===== src/sv/tci_pkg.sv =====
// Shared types and constants for the tabulated curve interpolator.
// Depends on nothing; the top level, table, divider and testbench import it.
package tci_pkg;

   localparam logic [16:0] ONE_Q15 = 17'd32768;

   typedef enum logic [3:0] {
      ST_IDLE,
      ST_ADDR,
      ST_CMP,
      ST_RD0,
      ST_RD1,
      ST_LOAD,
      ST_DIFF,
      ST_DEN,
      ST_MUL,
      ST_DIVGO,
      ST_DIVWAIT,
      ST_FINISH
   } state_type;

   typedef enum logic [2:0] {
      OP_WET_VAL,
      OP_NONWET_VAL,
      OP_PRESS_VAL,
      OP_WET_SLOPE,
      OP_NONWET_SLOPE,
      OP_PRESS_SLOPE
   } op_type;

   typedef enum logic [2:0] {
      CSR_TABLE_LENGTH,
      CSR_RESIDUAL_WATER,
      CSR_RESIDUAL_OIL,
      CSR_MAX_PRESSURE,
      CSR_MAX_SLOPE
   } csr_idx_type;

   localparam logic REQ_WRITE = 1'b0;
   localparam logic REQ_QUERY = 1'b1;

   typedef struct packed {
      logic [15:0] sat;
      logic [15:0] wet;
      logic [15:0] nonwet;
      logic [31:0] press;
   } entry_type;

   localparam logic signed [65:0] PERM_MIN = -66'sd32768;
   localparam logic signed [65:0] PERM_MAX = 66'sd65535;
   localparam logic signed [65:0] PC_MIN   = -66'sd2147483648;
   localparam logic signed [65:0] PC_MAX   = 66'sd4294967295;
   localparam logic signed [65:0] S32_MIN  = -66'sd2147483648;
   localparam logic signed [65:0] S32_MAX  = 66'sd2147483647;
   localparam logic signed [65:0] S48_MIN  = -66'sd140737488355328;
   localparam logic signed [65:0] S48_MAX  = 66'sd140737488355327;

   function automatic logic signed [65:0] sat66(input logic signed [65:0] v,
                                                input logic signed [65:0] lo,
                                                input logic signed [65:0] hi);
      if (v < lo) begin
         return lo;
      end else if (v > hi) begin
         return hi;
      end
      return v;
   endfunction

endpackage


===== src/sv/tci_div.sv =====
// Shared restoring divider, one quotient bit per cycle, truncating toward zero.
// Depends on tci_pkg only by convention; no shared types are needed.
module tci_div (
   input  logic               clock,
   input  logic               reset,
   input  logic               start,
   input  logic signed [63:0] numer,
   input  logic signed [33:0] denom,
   output logic               done,
   output logic signed [64:0] quot
);
   import tci_pkg::*;

   logic        busy_ff;
   logic        done_ff;
   logic [5:0]  count_ff;
   logic        neg_ff;
   logic [33:0] dabs_ff;
   logic [34:0] rem_ff;
   logic [63:0] qt_ff;
   logic [34:0] shifted;
   logic [35:0] diff;

   assign shifted = {rem_ff[33:0], qt_ff[63]};
   assign diff    = {1'b0, shifted} - {2'b0, dabs_ff};

   always_ff @(posedge clock) begin
      if (reset) begin
         busy_ff <= 1'b0;
         done_ff <= 1'b0;
         count_ff <= '0;
      end else begin
         done_ff <= 1'b0;
         if (start) begin
            busy_ff <= 1'b1;
            count_ff <= 6'd63;
         end else if (busy_ff) begin
            if (count_ff == 6'd0) begin
               busy_ff <= 1'b0;
               done_ff <= 1'b1;
            end else begin
               count_ff <= count_ff - 6'd1;
            end
         end
      end
   end

   always_ff @(posedge clock) begin
      if (start) begin
         neg_ff  <= numer[63] ^ denom[33];
         qt_ff   <= numer[63] ? 64'(-numer) : 64'(numer);
         dabs_ff <= denom[33] ? 34'(-denom) : 34'(denom);
         rem_ff  <= '0;
      end else if (busy_ff) begin
         if (!diff[35]) begin
            rem_ff <= diff[34:0];
            qt_ff  <= {qt_ff[62:0], 1'b1};
         end else begin
            rem_ff <= shifted;
            qt_ff  <= {qt_ff[62:0], 1'b0};
         end
      end
   end

   assign done = done_ff;
   assign quot = neg_ff ? -$signed({1'b0, qt_ff}) : $signed({1'b0, qt_ff});

endmodule


===== config.mk =====
export PLATFORM = sky130hd
export DESIGN_NAME = tci_div
export DESIGN_NICKNAME = d
export VERILOG_FILES = /design/src/sv/tci_pkg.sv /design/src/sv/tci_div.sv
export SDC_FILE = /design/constraint.sdc
export NUM_CORES = 1
export LEC_CHECK = 0
export BUFFER_PORTS_ARGS = -buffer_cell sky130_fd_sc_hd__buf_4
export CORE_MARGIN = 4
export CORE_UTILIZATION = 58
export CTS_BUF_LIST = sky130_fd_sc_hd__clkbuf_4 sky130_fd_sc_hd__clkbuf_8 sky130_fd_sc_hd__clkbuf_16
export DETAILED_ROUTE_END_ITERATION = 8
export GPL_TIMING_DRIVEN = 0
export PLACE_DENSITY = 0.85
export SLEW_MARGIN = 25
export SYNTH_ARGS = -nofsm -noshare
export SYNTH_HDL_FRONTEND = slang
export SYNTH_SLANG_ARGS = --single-unit

===== constraint.sdc =====
create_clock -name clock -period 4.2 [get_ports clock]
set_input_delay 0.42 -clock clock [delete_from_list [all_inputs] [get_ports clock]]
set_output_delay 0.42 -clock clock [all_outputs]
set_load 0.005 [all_outputs]

==> results of run 1 <==
-- worst paths after layout --
path              startpoint         end  cells past startpoint
setup / recovery    qt_ff[6]    quot[61]                     10
hold / removal      denom[0]  dabs_ff[0]                      1
setup reg to reg   qt_ff[63]  rem_ff[28]                     13
hold reg to reg   rem_ff[32]  rem_ff[33]                      2
-- worst max-delay path, stage by stage (launching register included) --
cell	delay [ns]
edfxtp_1	0.53
nor4_4	0.35
or4b_4	0.52
or3_4	0.39
nand2b_4	0.16
or3_4	0.39
or2_4	0.29
nand2b_4	0.22
o31ai_4	0.25
xnor2_1	0.15
buf_4	0.13
-- report_power, final --
| group | switching, mW | internal [mW] |
|---|---|---|
| combinational | 0.736 | 0.633 |
| sequential | 0.137 | 1.66 |
| clock | 0.617 | 0.917 |
| total | 1.49 | 3.21 |
-- cell type report --
type	instances	area [um^2]	area share, %
Buffer	58	225	1.74
Clock buffer	19	458	3.55
Clock inverter	13	136	1.06
Inverter	57	216	1.68
Multi-Input combinational cell	978	6420	49.7
Sequential cell	141	3810	29.5
Tap cell	229	287	2.22
Timing Repair Buffer	179	1360	10.5
-- flip-flops by register name, indices dropped and copies added (netlist names) --
| register | cells |
|---|---|
| busy_ff | 1 |
| count_ff | 6 |
| dabs_ff | 34 |
| done | 1 |
| neg_ff | 1 |
| qt_ff | 64 |
| rem_ff | 34 |
-- cell usage after synthesis (4+ instances only) --
| library cell | count | area (um^2) |
|---|---|---|
| nand2_1 | 132 | 495 |
| nor2_1 | 123 | 462 |
| a21oi_1 | 118 | 591 |
| xnor2_1 | 111 | 972 |
| edfxtp_1 | 99 | 2970 |
| o21ai_0 | 73 | 365 |
| xor2_1 | 73 | 639 |
| inv_1 | 56 | 210 |
| o31ai_1 | 56 | 420 |
| clkbuf_1 | 53 | 199 |
| dfxtp_1 | 42 | 841 |
| ha_1 | 39 | 488 |
| or3_1 | 35 | 219 |
| a311oi_1 | 23 | 201 |
| or4_1 | 19 | 143 |
| o41ai_1 | 14 | 123 |
| nand3_1 | 11 | 55.1 |
| nor3_1 | 11 | 55.1 |
| mux2i_1 | 10 | 100 |
| a211oi_1 | 9 | 67.6 |
| a31oi_1 | 9 | 56.3 |
| nand2b_1 | 9 | 56.3 |
| nor4_1 | 8 | 50.1 |
| o21a_1 | 8 | 60.1 |
| a21o_1 | 7 | 52.6 |
| nor2b_1 | 7 | 43.8 |
| nand3b_1 | 6 | 45.0 |
| or2_2 | 6 | 37.5 |
| o31ai_2 | 5 | 62.6 |
| and2_1 | 4 | 25.0 |
| o211ai_1 | 4 | 30.0 |
-- kinds of logic (layout without fill, tap and decap cells) --
kind of cell	Yosys count	count (layout)
AO/OA/AOI/OAI	353	353
XOR/XNOR	184	184
adder cells (fa/ha/maj)	40	40
buffers and inverters	116	326
flip-flops	141	141
multiplexers	10	10
AND/OR/NAND/NOR	391	391
-- through the flow --
step	std cells	instance area (um^2)	power, mW	utilization (%)
after floorplan	1235	10600	2.57	-
after global placement	1628	12100	3.09	67.5
after detailed placement	1629	12200	3.13	67.6
after CTS	1668	12800	4.66	71.4
after global routing	1674	12900	4.91	71.9
final	1674	12900	4.70	71.9
-- what timing repair did --
item / in CTS / in global routing
setup endpoints to repair: 26 / 16
pin swaps: 6 / 12
resized for setup: 5 / 5
buffers inserted: 7 / 7
-- metal layers --
layer  global-route usage [%]  vias to the layer above  wire [um]
met5                        0                        -          0
met4                     12.6                        0       1260
met3                     4.69                      109       2890
met2                     47.8                      560      14600
met1                     39.3                     4882      12500
li1                         -                     4871          -
==> flow_metrics.py, run 1 <==
metrics = {
    "outcome": {
        "outcome": "complete, but fails checks",
        "violations": "setup timing",
    },
    "worst_setup_path": {
        "worstPathArrival_ns": 3.81,
        "cp_max_fo": 6,
        "cp-end-kind": "output pin",
        "worst-endpoint-required_ns": 3.78,
        "criticalPathCategory": "reg -> out",
        "ff2ff_setup_slack_ns": 0.23,
        "start_kind": "flip-flop",
    },
    "power": {
        "p_leak_nw": 4.95,
        "p_per_area_mw_per_mm2": 364,
        "ir_worst_vdd_uv": 291,
    },
    "grt": {
        "grtUsageTotal_pct": 29.5,
        "grt_max_degree": 46,
        "overflow": 0,
        "grt_pass1_wl_um": 48600,
        "grt_pass1_vias": 9780,
        "antenna_found_initial": 0,
    },
    "job": {
        "maxCapViolations": 0,
    },
    "timing": {
        "period_minus_slack_ns": 4.23,
        "setup_tns_ns": -0.0298,
        "finalHoldViolCount": 0,
        "worstMarginPinSlew_ns": 0.822,
        "setup_ws_ns": -0.0298,
        "timing.final.crit_share_pct": 101,
        "drv_slew": 0,
        "max-slew-margin-rel_pct": 45.2,
        "fmax_mhz": 236,
        "rsz0062_at_grt": "yes",
        "setup_viol_count_final": 1,
        "timing.hold.ws_ns": 0.194,
        "finalClockSkew_ns": 0.00662,
    },
    "drt": {
        "firstDrtPassIters": 6,
        "drc": 0,
        "drt_wl_total_um": 31300,
        "wl_per_cell_um": 18.7,
        "first_iter_violations": 1042,
        "drtAntennaViolNets": 0,
        "via_per_inst": 6.23,
        "vias": 10400,
    },
    "logic_synthesis": {
        "synth-xor-area-share_pct": 15.2,
        "yosys_warnings": 0,
        "yosys.area_share.simple_pct": 17.6,
        "synth_top_family_by_area": "compound AO/OA/AOI/OAI gates",
        "synth_compound_area_share_pct": 21.3,
        "ys_seq_area_share_pct": 35.9,
        "synth_edf_count": 99,
        "async_flop_share_pct": 0,
        "avgSynthCellArea_um2": 8.59,
        "synthAdderAreaFrac_pct": 4.79,
        "muxShareOfSynthArea_pct": 0.943,
        "syn-num-nets": 1376,
        "synth.ff_latch_count": 141,
        "synthesis.instances": 1235,
        "synth.distinct_cells": 66,
        "synthesis.area_mm2": 0.0106,
        "synth_ff_type": "edfxtp_1",
    },
    "floorplan": {
        "die_width_um": 143,
        "die_area_mm2": 0.0205,
        "core_region_area_mm2": 0.0180,
        "start_util_pct": 59.1,
        "io_pins": 167,
        "core.rowCount": 49,
        "dieHeight_um": 143,
    },
    "placed_design": {
        "place.gp.congestion": 0.917,
        "hpwlAfterDp_um": 23000,
        "io_buffers": 164,
        "preCtsSetupSlack_ns": -0.134,
    },
    "finish": {
        "drive_above_1_share_pct": 16.9,
        "area_growth_pct": 21.7,
        "final_common_cell": "buf_4",
        "diodes": 0,
        "layout_common_cells": "buf_4 (179), nand2_1 (131), nor2_1 (122)",
        "finalNetCount": 1573,
        "fillers": 1342,
    },
    "cts": {
        "cts_buffers": 17,
        "ctsHoldBuffers": 0,
        "clockBufferDepth": 2,
        "cts_root_buffer": "clkbuf_16",
        "htreeDepth": 4,
        "tritoncts": "yes",
        "clk_pin_slew_ns": 0.06,
        "insertion_delay_ns": 0.43,
        "clock-sinks": 141,
    },
    "min_path": {
        "hold_class": "in -> reg",
    },
}
Note: power is estimated with default switching activity, not from simulation.
==> inputs of run 2 (changes only) <==
--- a/config.mk
+++ b/config.mk
@@ -12,7 +12,9 @@
 export DETAILED_ROUTE_END_ITERATION = 8
 export GPL_TIMING_DRIVEN = 0
 export PLACE_DENSITY = 0.85
-export SLEW_MARGIN = 25
+export RECOVER_POWER = 25
+export SKIP_CTS_REPAIR_TIMING = 1
+export SLEW_MARGIN = 20
 export SYNTH_ARGS = -nofsm -noshare
 export SYNTH_HDL_FRONTEND = slang
 export SYNTH_SLANG_ARGS = --single-unit
==> flow_metrics.py, run 2 (synthesis gave the netlist of run 1 again) <==
metrics = {
    "drt": {
        "first_iter_violations": 1047,
        "drt_wl_total_um": 30800,
        "wl_per_cell_um": 18.5,
        "drc": 0,
        "drtAntennaViolNets": 0,
        "firstDrtPassIters": 6,
        "vias": 10300,
        "via_per_inst": 6.19,
    },
    "cts": {
        "clockBufferDepth": 2,
        "cts_buffers": 17,
        "clk_pin_slew_ns": 0.06,
        "tritoncts": "yes",
        "insertion_delay_ns": 0.43,
        "clock-sinks": 141,
        "cts_root_buffer": "clkbuf_16",
        "htreeDepth": 4,
    },
    "finish": {
        "final_area_mm2": 0.0128,
        "layout_common_cells": "buf_4 (164), nand2_1 (131), nor2_1 (123)",
        "regArea_mm2": 0.00381,
        "multi_input_area_mm2": 0.00641,
        "drive_above_1_share_pct": 16.0,
        "diodes": 0,
        "top_register": "qt_ff",
        "top_regs": "qt_ff (64), dabs_ff (34), rem_ff (34)",
        "final_common_cell": "buf_4",
        "fillers": 1358,
        "area_growth_pct": 20.9,
        "finalNetCount": 1565,
        "largest_reg_flops": 64,
    },
    "worst_setup_path": {
        "criticalPathCategory": "reg -> out",
        "ff2ff_setup_slack_ns": 0.21,
        "slowest_delay_ns": 0.52,
        "start_kind": "flip-flop",
        "worstPathCellList": "nor4_4, or4b_4, or3_4, nand2b_4, or3_4, or2_4, nand2b_4, o31ai_4, xnor2_1, buf_4",
        "cp_slowest_cell": "or4b_4",
        "reg2reg_to": "rem_ff[28]",
        "cp_max_fo": 6,
        "worst-endpoint-required_ns": 3.78,
        "ff2ff_path_depth": 13,
        "worstPathArrival_ns": 3.76,
        "cp-end-kind": "output pin",
        "worst_r2r_startpoint": "qt_ff[63]",
    },
    "power": {
        "p_per_area_mw_per_mm2": 365,
        "ir_worst_vdd_uv": 289,
        "p_leak_nw": 4.89,
    },
    "timing": {
        "finalHoldViolCount": 0,
        "finalClockSkew_ns": 0.00550,
        "rsz0062_at_grt": "yes",
        "period_minus_slack_ns": 4.18,
        "timing.final.crit_share_pct": 99.6,
        "fmax_mhz": 239,
        "drv_slew": 38,
        "setup_viol_count_final": 0,
        "worstMarginPinSlew_ns": 2.04,
        "max-slew-margin-rel_pct": -35.7,
        "setup_ws_ns": 0.0150,
    },
    "outcome": {
        "outcome": "complete, but fails checks",
        "violations": "capacitance limit, slew limit",
    },
    "floorplan": {
        "die_area_mm2": 0.0205,
        "io_pins": 167,
        "core.rowCount": 49,
        "dieHeight_um": 143,
        "start_util_pct": 59.1,
        "die_width_um": 143,
        "core_region_area_mm2": 0.0180,
    },
    "min_path": {
        "min_from": "denom[0]",
        "hold_class": "in -> reg",
        "hold_end": "dabs_ff[0]",
        "min_path_cells": 1,
    },
    "placed_design": {
        "io_buffers": 164,
        "postPlaceCellArea_mm2": 0.0122,
        "place.gp.congestion": 0.917,
        "preCtsSetupSlack_ns": -0.134,
        "hpwlAfterDp_um": 23000,
    },
    "grt": {
        "gr-max-usage-layer": "met2",
        "grt.met2_usage_pct": 47.2,
        "met1_usage_pct": 38.8,
        "overflow": 0,
        "antenna_found_initial": 0,
        "grt_pass1_vias": 9719,
        "grt_max_degree": 46,
        "use_met3_pct": 4.69,
        "grtUsageTotal_pct": 29.0,
        "grt_pass1_wl_um": 47900,
    },
    "job": {
        "maxCapViolations": 1,
    },
}
[run 2: changes by cell type in the layout (fill, tap and decap cells not counted)]
| cell | before | now |
|---|---|---|
| clkbuf_4 | 1 | 3 |
| nor2_2 | 1 | 0 |
| clkbuf_1 | 53 | 58 |
| buf_4 | 179 | 164 |
| nor2_1 | 122 | 123 |
[run 2: critical path: cells and delay by family, from the launching register on]
kind | cells | cell delay, ns
flip-flops | 1 | 0.49
AO/OA/AOI/OAI | 1 | 0.25
AND/OR/NAND/NOR | 7 | 2.31
XOR/XNOR | 1 | 0.14
buffers and inverters | 1 | 0.13
[run 2: worst max path at each step]
stage                           start        to  cells past startpoint
after floorplan             qt_ff[22]  quot[63]                     10
after global placement     dabs_ff[8]  qt_ff[0]                     12
after detailed placement  dabs_ff[12]  qt_ff[0]                     13
after CTS                 dabs_ff[12]  qt_ff[0]                     13
after global routing         qt_ff[9]  quot[63]                     10
final                        qt_ff[9]  quot[61]                     10
[run 2: area by class of cell]
| type | count | share of cell area [%] |
|---|---|---|
| timing repair buffer | 171 | 9.96 |
| buffer | 58 | 1.76 |
| inverter | 57 | 1.69 |
| multi-input combinational | 978 | 50.0 |
| tap | 229 | 2.23 |
| sequential | 141 | 29.7 |
| clock buffer | 19 | 3.57 |
| clock inverter | 13 | 1.06 |
[run 2: per-stage QoR]
step / power (mW) / std cells / utilization, % / hold slack (ns) / TNS [ns]
after detailed placement: 3.13 / 1629 / 67.6 / 0.474 / -0.295
after CTS: 4.64 / 1661 / 70.9 / 0.191 / -1.79
after global placement: 3.09 / 1628 / 67.5 / 0.465 / -0.641
after floorplan: 2.57 / 1235 / - / 0.450 / 0
after global routing: 4.89 / 1666 / 71.4 / 0.283 / -0.484
final: 4.68 / 1666 / 71.4 / 0.264 / 0
[run 2: power breakdown]
group          total [mW]  switching [mW]  internal (mW)
Combinational        1.35           0.727          0.623
Clock                1.53           0.614          0.917
Sequential           1.80           0.138           1.66
Total                4.68            1.48           3.20
[run 2: routing by layer]
metal,vias to the layer above,wire length [um]
met4,0,1090
met3,91,2760
li1,4869,-
met1,4839,12400
met5,-,0
met2,519,14500
